**src/rtl/sisi_pkg.sv**
```systemverilog
package sisi_pkg;

   localparam int TABLE_DEPTH_DEF = 32;

   localparam int KEY_W  = 31;
   localparam int SLOT_W = 5;

   typedef enum logic [1:0] {
      ST_INSERTED = 2'd0,
      ST_PRESENT  = 2'd1,
      ST_FULL     = 2'd2,
      ST_LOADED   = 2'd3
   } status_type;

   typedef enum logic {
      FN_LOAD   = 1'b0,
      FN_SEARCH = 1'b1
   } func_type;

   typedef struct packed {
      logic [KEY_W-1:0]  key;
      logic [SLOT_W-1:0] slot;
   } entry_type;

   typedef struct packed {
      logic rd_en;
      logic wr_en;
   } table_ctl_type;

endpackage

```
**src/rtl/sisi_table.sv**
```systemverilog
module sisi_table #(
   parameter int TABLE_DEPTH = sisi_pkg::TABLE_DEPTH_DEF
) (
   input  logic                           clock,
   input  sisi_pkg::table_ctl_type        ctl,
   input  logic [$clog2(TABLE_DEPTH)-1:0] wr_addr,
   input  sisi_pkg::entry_type            wr_data,
   input  logic [$clog2(TABLE_DEPTH)-1:0] rd_addr,
   output sisi_pkg::entry_type            rd_data
);

   sisi_pkg::entry_type mem [TABLE_DEPTH];
   sisi_pkg::entry_type rd_data_ff;

   always_ff @(posedge clock) begin
      if (ctl.wr_en) begin
         mem[wr_addr] <= wr_data;
      end
      if (ctl.rd_en) begin
         rd_data_ff <= mem[rd_addr];
      end
   end

   assign rd_data = rd_data_ff;

endmodule

```
**src/rtl/sisi_ctrl.sv**
```systemverilog
module sisi_ctrl #(
   parameter int TABLE_DEPTH = sisi_pkg::TABLE_DEPTH_DEF
) (
   input  logic                             clock,
   input  logic                             reset,
   input  logic                             start,
   output logic                             busy,
   input  logic                             req_func,
   input  logic [sisi_pkg::KEY_W-1:0]       req_key,
   input  logic [sisi_pkg::SLOT_W-1:0]      req_slot,
   output logic                             rsp_valid,
   output logic [1:0]                       rsp_status,
   output logic [sisi_pkg::SLOT_W-1:0]      rsp_slot_out,
   output sisi_pkg::table_ctl_type          tbl_ctl,
   output logic [$clog2(TABLE_DEPTH)-1:0]   tbl_wr_addr,
   output sisi_pkg::entry_type              tbl_wr_data,
   output logic [$clog2(TABLE_DEPTH)-1:0]   tbl_rd_addr,
   input  sisi_pkg::entry_type              tbl_rd_data
);

   localparam int AW = $clog2(TABLE_DEPTH);
   localparam int CW = $clog2(TABLE_DEPTH + 1);
   localparam logic [CW-1:0] DEPTH_C = CW'(TABLE_DEPTH);

   typedef enum logic [4:0] {
      S_IDLE  = 5'b00001,
      S_SRCH  = 5'b00010,
      S_CMP   = 5'b00100,
      S_SHIFT = 5'b01000,
      S_PLACE = 5'b10000
   } state_type;

   state_type state_ff, state_in;
   logic [CW-1:0] count_ff, count_in;
   logic [CW-1:0] lo_ff, lo_in;
   logic [CW-1:0] hi_ff, hi_in;          // exclusive upper bound
   logic [CW-1:0] mid_ff, mid_in;
   logic [CW-1:0] pos_ff, pos_in;        // free position during the shift
   logic [sisi_pkg::KEY_W-1:0] key_ff, key_in;
   logic rsp_valid_ff, rsp_valid_in;
   sisi_pkg::status_type rsp_status_ff, rsp_status_in;
   logic [sisi_pkg::SLOT_W-1:0] rsp_slot_ff, rsp_slot_in;

   logic [CW-1:0] mid_calc;
   logic [CW-1:0] pos_dec;
   logic full;
   sisi_pkg::entry_type new_entry;

   assign full      = (count_ff == DEPTH_C);
   assign mid_calc  = lo_ff + ((hi_ff - lo_ff - CW'(1)) >> 1);
   assign pos_dec   = pos_ff - CW'(1);
   assign new_entry = '{key: key_ff, slot: sisi_pkg::SLOT_W'(count_ff)};

   always_comb begin
      state_in      = state_ff;
      count_in      = count_ff;
      lo_in         = lo_ff;
      hi_in         = hi_ff;
      mid_in        = mid_ff;
      pos_in        = pos_ff;
      key_in        = key_ff;
      rsp_valid_in  = 1'b0;
      rsp_status_in = rsp_status_ff;
      rsp_slot_in   = rsp_slot_ff;
      tbl_ctl       = '{rd_en: 1'b0, wr_en: 1'b0};
      tbl_wr_addr   = pos_ff[AW-1:0];
      tbl_wr_data   = new_entry;
      tbl_rd_addr   = mid_calc[AW-1:0];

      case (state_ff)
         S_IDLE: begin
            if (start) begin
               key_in = req_key;
               if (req_func == sisi_pkg::FN_LOAD) begin
                  rsp_valid_in = 1'b1;
                  if (full) begin
                     rsp_status_in = sisi_pkg::ST_FULL;
                     rsp_slot_in   = '0;
                  end else begin
                     tbl_ctl.wr_en = 1'b1;
                     tbl_wr_addr   = count_ff[AW-1:0];
                     tbl_wr_data   = '{key: req_key, slot: req_slot};
                     count_in      = count_ff + CW'(1);
                     rsp_status_in = sisi_pkg::ST_LOADED;
                     rsp_slot_in   = req_slot;
                  end
               end else begin
                  lo_in    = '0;
                  hi_in    = count_ff;
                  state_in = S_SRCH;
               end
            end
         end
         S_SRCH: begin
            if (lo_ff < hi_ff) begin
               tbl_ctl.rd_en = 1'b1;
               mid_in        = mid_calc;
               state_in      = S_CMP;
            end else if (full) begin
               rsp_valid_in  = 1'b1;
               rsp_status_in = sisi_pkg::ST_FULL;
               rsp_slot_in   = '0;
               state_in      = S_IDLE;
            end else if (count_ff == '0) begin
               pos_in   = '0;
               state_in = S_PLACE;
            end else begin
               // Start moving entries up from the top of the table.
               tbl_ctl.rd_en = 1'b1;
               tbl_rd_addr   = AW'(count_ff - CW'(1));
               pos_in        = count_ff;
               state_in      = S_SHIFT;
            end
         end
         S_CMP: begin
            if (tbl_rd_data.key == key_ff) begin
               rsp_valid_in  = 1'b1;
               rsp_status_in = sisi_pkg::ST_PRESENT;
               rsp_slot_in   = tbl_rd_data.slot;
               state_in      = S_IDLE;
            end else begin
               if (key_ff > tbl_rd_data.key) begin
                  lo_in = mid_ff + CW'(1);
               end else begin
                  hi_in = mid_ff;
               end
               state_in = S_SRCH;
            end
         end
         S_SHIFT: begin
            tbl_ctl.wr_en = 1'b1;
            if (tbl_rd_data.key > key_ff) begin
               // Move the entry up and fetch the next lower one in the same cycle.
               tbl_wr_data = tbl_rd_data;
               pos_in      = pos_dec;
               if (pos_dec == '0) begin
                  state_in = S_PLACE;
               end else begin
                  tbl_ctl.rd_en = 1'b1;
                  tbl_rd_addr   = AW'(pos_dec - CW'(1));
               end
            end else begin
               count_in      = count_ff + CW'(1);
               rsp_valid_in  = 1'b1;
               rsp_status_in = sisi_pkg::ST_INSERTED;
               rsp_slot_in   = new_entry.slot;
               state_in      = S_IDLE;
            end
         end
         S_PLACE: begin
            tbl_ctl.wr_en = 1'b1;
            count_in      = count_ff + CW'(1);
            rsp_valid_in  = 1'b1;
            rsp_status_in = sisi_pkg::ST_INSERTED;
            rsp_slot_in   = new_entry.slot;
            state_in      = S_IDLE;
         end
         default: begin
            state_in = S_IDLE;
         end
      endcase
   end

   always_ff @(posedge clock) begin
      if (reset) begin
         state_ff     <= S_IDLE;
         count_ff     <= '0;
         rsp_valid_ff <= 1'b0;
      end else begin
         state_ff     <= state_in;
         count_ff     <= count_in;
         rsp_valid_ff <= rsp_valid_in;
      end
      lo_ff         <= lo_in;
      hi_ff         <= hi_in;
      mid_ff        <= mid_in;
      pos_ff        <= pos_in;
      key_ff        <= key_in;
      rsp_status_ff <= rsp_status_in;
      rsp_slot_ff   <= rsp_slot_in;
   end

   assign busy         = (state_ff != S_IDLE);
   assign rsp_valid    = rsp_valid_ff;
   assign rsp_status   = rsp_status_ff;
   assign rsp_slot_out = rsp_slot_ff;

   a_count_bound : assert property (@(posedge clock) disable iff (reset)
      count_ff <= DEPTH_C)
      else $error("entry count exceeds table depth");

   a_rsp_when_idle : assert property (@(posedge clock) disable iff (reset)
      rsp_valid_ff |-> !busy)
      else $error("result strobe while a transaction is still in progress");

   a_start_progress : assert property (@(posedge clock) disable iff (reset)
      (start && !busy) |=> (busy || rsp_valid_ff))
      else $error("accepted transaction neither started nor completed");

   a_shift_pos : assert property (@(posedge clock) disable iff (reset)
      (state_ff == S_SHIFT || state_ff == S_PLACE) |-> (pos_ff <= count_ff && !full))
      else $error("shift position outside the valid entries");

   a_count_step : assert property (@(posedge clock) disable iff (reset)
      (count_ff != $past(count_ff)) |-> (count_ff == $past(count_ff) + CW'(1) && rsp_valid_ff))
      else $error("entry count changed without a completed insert or load");

endmodule

```
**src/rtl/sorted_index_search_insert.sv**
```systemverilog
// Sorted index table of (key, slot) pairs held in one single-port-read,
// single-port-write synchronous memory. Pulse start while busy is low to
// issue a transaction; exactly one result appears later on rsp_* for one
// cycle with rsp_valid high, and it must be captured then, since the block
// has no way to hold it. A load returns its result in the cycle after it is
// accepted. A search makes at most ceil(log2(n+1)) binary-search probes for
// n stored entries; each probe reads one entry (S_SRCH) and compares it
// (S_CMP), and a miss on a full table returns ST_FULL. An insert after a
// miss moves one entry up per cycle and then writes the new key in a write
// of its own. A new transaction can be accepted at the edge that ends the
// result cycle. This timing follows from the registered read of the table
// memory and its single read port. The table needs no clearing after
// reset: only entries below the entry count are read.
module sorted_index_search_insert #(
   parameter int TABLE_DEPTH = sisi_pkg::TABLE_DEPTH_DEF
) (
   input  logic                        clock,
   input  logic                        reset,
   input  logic                        start,
   output logic                        busy,
   input  logic                        req_func,
   input  logic [sisi_pkg::KEY_W-1:0]  req_key,
   input  logic [sisi_pkg::SLOT_W-1:0] req_slot,
   output logic                        rsp_valid,
   output logic [1:0]                  rsp_status,
   output logic [sisi_pkg::SLOT_W-1:0] rsp_slot_out
);

   localparam int AW = $clog2(TABLE_DEPTH);

   sisi_pkg::table_ctl_type tbl_ctl;
   logic [AW-1:0]           tbl_wr_addr;
   logic [AW-1:0]           tbl_rd_addr;
   sisi_pkg::entry_type     tbl_wr_data;
   sisi_pkg::entry_type     tbl_rd_data;

   sisi_ctrl #(
      .TABLE_DEPTH(TABLE_DEPTH)
   ) u_ctrl (
      .clock        (clock),
      .reset        (reset),
      .start        (start),
      .busy         (busy),
      .req_func     (req_func),
      .req_key      (req_key),
      .req_slot     (req_slot),
      .rsp_valid    (rsp_valid),
      .rsp_status   (rsp_status),
      .rsp_slot_out (rsp_slot_out),
      .tbl_ctl      (tbl_ctl),
      .tbl_wr_addr  (tbl_wr_addr),
      .tbl_wr_data  (tbl_wr_data),
      .tbl_rd_addr  (tbl_rd_addr),
      .tbl_rd_data  (tbl_rd_data)
   );

   sisi_table #(
      .TABLE_DEPTH(TABLE_DEPTH)
   ) u_table (
      .clock   (clock),
      .ctl     (tbl_ctl),
      .wr_addr (tbl_wr_addr),
      .wr_data (tbl_wr_data),
      .rd_addr (tbl_rd_addr),
      .rd_data (tbl_rd_data)
   );

endmodule

```
**config.mk**
```make
export PLATFORM = sky130hd
export DESIGN_NAME = sorted_index_search_insert
export DESIGN_NICKNAME = d
export VERILOG_FILES = /design/src/rtl/sisi_pkg.sv /design/src/rtl/sisi_table.sv /design/src/rtl/sisi_ctrl.sv /design/src/rtl/sorted_index_search_insert.sv
export SDC_FILE = /design/constraint.sdc
export NUM_CORES = 2
export LEC_CHECK = 0
export BUFFER_PORTS_ARGS = -buffer_cell sky130_fd_sc_hd__buf_4
export CORE_MARGIN = 3
export CORE_UTILIZATION = 57
export DETAILED_ROUTE_END_ITERATION = 8
export HOLD_SLACK_MARGIN = 0.15
export MAX_ROUTING_LAYER = met4
export PLACE_DENSITY_LB_ADDON = 0.08
export SLEW_MARGIN = 20
export SYNTH_ARGS = -nofsm -noshare
export SYNTH_HDL_FRONTEND = slang
export SYNTH_SLANG_ARGS = --single-unit
export TNS_END_PERCENT = 50
```
**constraint.sdc**
```tcl
create_clock -name clock -period 4.02 [get_ports clock]
set_input_delay 0.402 -clock clock [delete_from_list [all_inputs] [get_ports clock]]
set_output_delay 0.402 -clock clock [all_outputs]
set_load 0.01 [all_outputs]
```
==> out/qor.csv <==
stage,metric,value,unit
grt,GRT Residual Overflow,0,
pwr,clock share of power,27.1,%
finish,layout cells sized above 1,23.5,%
synthesis,"Cell Area, Synth",51600,um^2
floorplan,chip height,307,um
floorplan,# IOs,49,
grt,vias in the first global route,35556,
drt,drt initial violations,5910,
synthesis,Synth Warn #,0,
outcome,failing checks,setup timing,
clock_tree,clk_lat worst skew,750,ps
timing,Slew headroom,26.4,%
timing,Final Worst Setup Slack,-429,ps
worst_setup_path,WP data required,4560,ps
placed_design,Place WS,-945,ps
finish,Syn-to-layout area delta,27.8,%
clock_tree,clock buffer count from CTS,132,
pwr,register share of total power,35.9,%
drt,routed vias,37725,
worst_setup_path,Crit. End Element,flip-flop,
synthesis,"Seq/Total Area, Yosys",73.3,%
synthesis,synthesized net count,3881,
worst_setup_path,Worst EP arrival,4980,ps
pwr,Total Power,0.0432,W
synthesis,Cells after Synth,3789,
hold_path,Worst Hold Class,primary input to flip-flop,
finish,layout net count,4452,
clock_tree,CTS Buffer Depth,3,
floorplan,DIE WIDTH,307,um
worst_setup_path,Worst R2R Start,u_table.rd_data[28],
timing,Slew Limit Fails,0,
outcome,outcome,"complete, but fails checks",
pwr,NetSw,0.0141,W
worst_setup_path,FF-to-FF path depth,19,
worst_setup_path,worst r2r dst,u_table.rd_data[23],
clock_tree,H-tree depth,4,
grt,initial antenna violation count,3,
drt,drt wl/cell,31.4,um
clock_tree,clk slew on worst S/H paths,60,ps
placed_design,port bufs,48,
floorplan,Core ar.,89100,um^2
pwr,switching share of power,32.6,%
timing,Final Setup Violations,1059,
clock_tree,TritonCTS Sinks,1262,
pwr,PwrDens,655,nW/um^2
grt,global-route wire length before repair,247000,um
timing,clk_skew,29.3,ps
hold_path,Hold Crit Endpoint,u_ctrl.hi_ff[5],
synthesis,synthesized flop and latch total,1262,
floorplan,total die area,94100,um^2
finish,design area,65900,um^2
timing,Worst Hold Margin,370,ps
drt,vias per cell,6.70,
synthesis,Synth Flop Type,edfxtp_1,
pwr,Gate power share,37.0,%
timing,RSZ-0062 raised after global routing,yes,
worst_setup_path,kind of critical path,flip-flop to flip-flop,
finish,area of the multi-input gates,13700,um^2
worst_setup_path,CP Max Fanout,6,
finish,Finished Layout Cells,5630,
worst_setup_path,reg2reg setup slack,-430,ps
timing,Tmin final,4450,ps
clock_tree,clk root buf,clkbuf_16,
timing,f_max,225,MHz
floorplan,starting density of the core,57.9,%
finish,Fill cells,5420,
grt,Global Route Usage Sum,37.8,%
drt,Post-Route WL,177000,um
pwr,leakage power,23.7,nW
placed_design,placed insts,5189,
flow_run,max cap viols,0,
timing,Final Hold Viols,0,
drt,1st-pass router iterations,8,
hold_path,hold_sp,req_func,
synthesis,Async SR Flop Fraction,0,%
grt,largest net degree at the start of global routing,52,
placed_design,GPL Wtd Cong,0.932,
hold_path,WHS Path Cells,2,
pwr,VDD IR max,0.000504,V
worst_setup_path,Worst setup SP type,flip-flop,
synthesis,Synth Area per Inst,13.6,um^2
pwr,P_int,0.0291,W
synthesis,distinct cell type count after synthesis,72,
clock_tree,CTS tree,yes,
placed_design,dpl hpwl,98200,um
drt,DRC errors left,0,
timing,fin crit share,111,%
timing,Slew @ Worst Pin,1100,ps
floorplan,Site Rows,109,
finish,Seq. cell area,37800,um^2
synthesis,Post-synth EDFFs,1250,
drt,Final ANT Viol Nets,0,
placed_design,Post-DP Area,57800,um^2
critical path: stages, from the launching register on:
cell and delay [ps]:
edfxtp_1 490, ha_1 330, nand4_1 210, nor4_2 350, buf_4 160, nand4_1 90, buf_6 160, or2_4 240
a22o_4 250, buf_6 130, a211o_4 410, nand2_8 180, buf_12 150, clkbuf_4 190, buf_4 120, buf_4 100
nand2_1 60, a31oi_2 220, o21ai_1 100, nor4_2 280
metal layers:
layer | track usage [%] | routed length [um] | vias up
li1 | - | - | 15628
met1 | 51.7 | 64700 | 18517
met2 | 54.2 | 78100 | 2977
met3 | 8.08 | 23700 | 603
met4 | 18.8 | 10400 | 0
met5 | - | 0 | -
synth_stat cells (33+ instances only):
library cell | n | area, um^2
inv_1 | 59 | 221
a21oi_1 | 39 | 195
and3_1 | 219 | 1370
clkbuf_1 | 152 | 571
nand3_1 | 241 | 1210
a22oi_1 | 38 | 285
o21ai_0 | 110 | 551
ha_1 | 50 | 626
a31oi_1 | 33 | 206
a211oi_1 | 216 | 1620
nor2_1 | 76 | 285
nand4_1 | 90 | 563
buf_2 | 77 | 385
nand2_1 | 781 | 2930
edfxtp_1 | 1250 | 37500
a22o_1 | 38 | 333
kinds of logic (layout without fill, tap and decap cells):
group                    count (synthesis)  count (layout)  synth area share [%]
other                                    0               4                     0
adder cells (fa/ha/maj)                 52              52                  1.29
multiplexers                            21              21                 0.410
AND/OR/NAND/NOR                       1514            1515                  13.7
XOR/XNOR                                26              26                 0.442
buffers and inverters                  311             982                  2.55
AO/OA/AOI/OAI                          603             603                  8.32
flip-flops                            1262            1262                  73.3
worst max-delay path by stage:
stage	from	endpoint	slack, ps	cells past startpoint
2_1_floorplan	u_ctrl.count_ff[0]	u_table.mem[26][0]	-270	11
3_3_place_gp	u_table.rd_data[34]	u_table.rd_data[16]	-880	17
3_5_place_dp	u_table.rd_data[34]	u_table.rd_data[16]	-940	17
4_1_cts	u_table.rd_data[28]	u_table.rd_data[15]	-300	20
5_1_grt	u_table.rd_data[30]	u_table.rd_data[15]	-550	18
6_report	u_table.rd_data[28]	u_table.rd_data[23]	-430	19
through the flow:
| step | utilization (%) | TNS, ps |
|---|---|---|
| 5_1_grt | 74.0 | -209640 |
| 4_1_cts | 72.4 | -8240 |
| 3_5_place_dp | 64.9 | -18370 |
| 6_report | 74.0 | -112010 |
| 3_3_place_gp | 64.8 | -16160 |
| 2_1_floorplan | - | -87690 |
flip-flops by register name (all words and copies together) (netlist names):
register,flops
u_ctrl.count_ff,6
u_ctrl.key_ff,31
u_table.mem,1152
u_ctrl.lo_ff,6
u_ctrl.hi_ff,6
u_ctrl.state_ff,5
u_ctrl.rsp_slot_out,5
u_ctrl.pos_ff,6
u_table.rd_data,36
u_ctrl.mid_ff,6
u_ctrl.rsp_status,2
u_ctrl.rsp_valid,1
final cells by class:
class                   instances  area share, %
multi-input cells            2217           20.8
well taps                    1165           2.21
diodes                          4         0.0152
inverters                      59          0.336
flip-flops and latches       1262           57.3
clock buffers                 165           5.30
repair buffers                688           13.0
clock inverters                70          0.919
cells in the final DEF (no fill, tap or decap), types with 10 or more instances in the layout:
cell type / Yosys / routed
o21ai_0: 110 / 72
nor4_1: 32 / 12
a22o_1: 38 / 37
dfxtp_1: 12 / 12
o21ai_1: 5 / 42
buf_12: 0 / 165
xor2_1: 11 / 11
clkbuf_16: 0 / 155
nand4_1: 90 / 90
buf_8: 0 / 22
buf_6: 3 / 46
nor3_1: 30 / 21
buf_4: 8 / 367
inv_1: 59 / 58
edfxtp_1: 1250 / 1250
buf_16: 0 / 20
a31o_1: 24 / 24
clkinv_2: 0 / 24
ha_1: 50 / 46
nand3_2: 1 / 15
nor4_2: 1 / 16
nor2_1: 76 / 40
nor2_4: 0 / 35
a211oi_2: 0 / 14
a22oi_1: 38 / 33
nand2_1: 781 / 753
clkinv_1: 0 / 21
dlygate4sd3_1: 0 / 39
mux2i_1: 20 / 20
a31oi_1: 33 / 28
a211oi_1: 216 / 201
a21o_1: 10 / 10
nand2_2: 1 / 15
a31o_2: 25 / 23
and3_1: 219 / 217
a21oi_1: 39 / 33
xnor2_1: 15 / 14
nand3_1: 241 / 226
clkbuf_1: 152 / 30
power groups by stage:
stage                     Sequential (W)  Clock [W]  Combinational (W)
after global placement            0.0157          0             0.0121
after global routing              0.0155     0.0123             0.0167
final                             0.0155     0.0117             0.0160
after floorplan                   0.0157          0            0.00632
after detailed placement          0.0158          0             0.0124
after CTS                         0.0155     0.0118             0.0147
what timing repair did:
action / in CTS / in global routing
setup buffers: 88 / 36
resized for setup: 195 / 144
gates cloned: 24 / 26
hold endpoints to repair: 48 / 0
setup endpoints to repair: 36 / 900
pin swaps: 87 / 72
hold buffers: 39 / 0
Note: power is estimated with default switching activity, not from simulation.
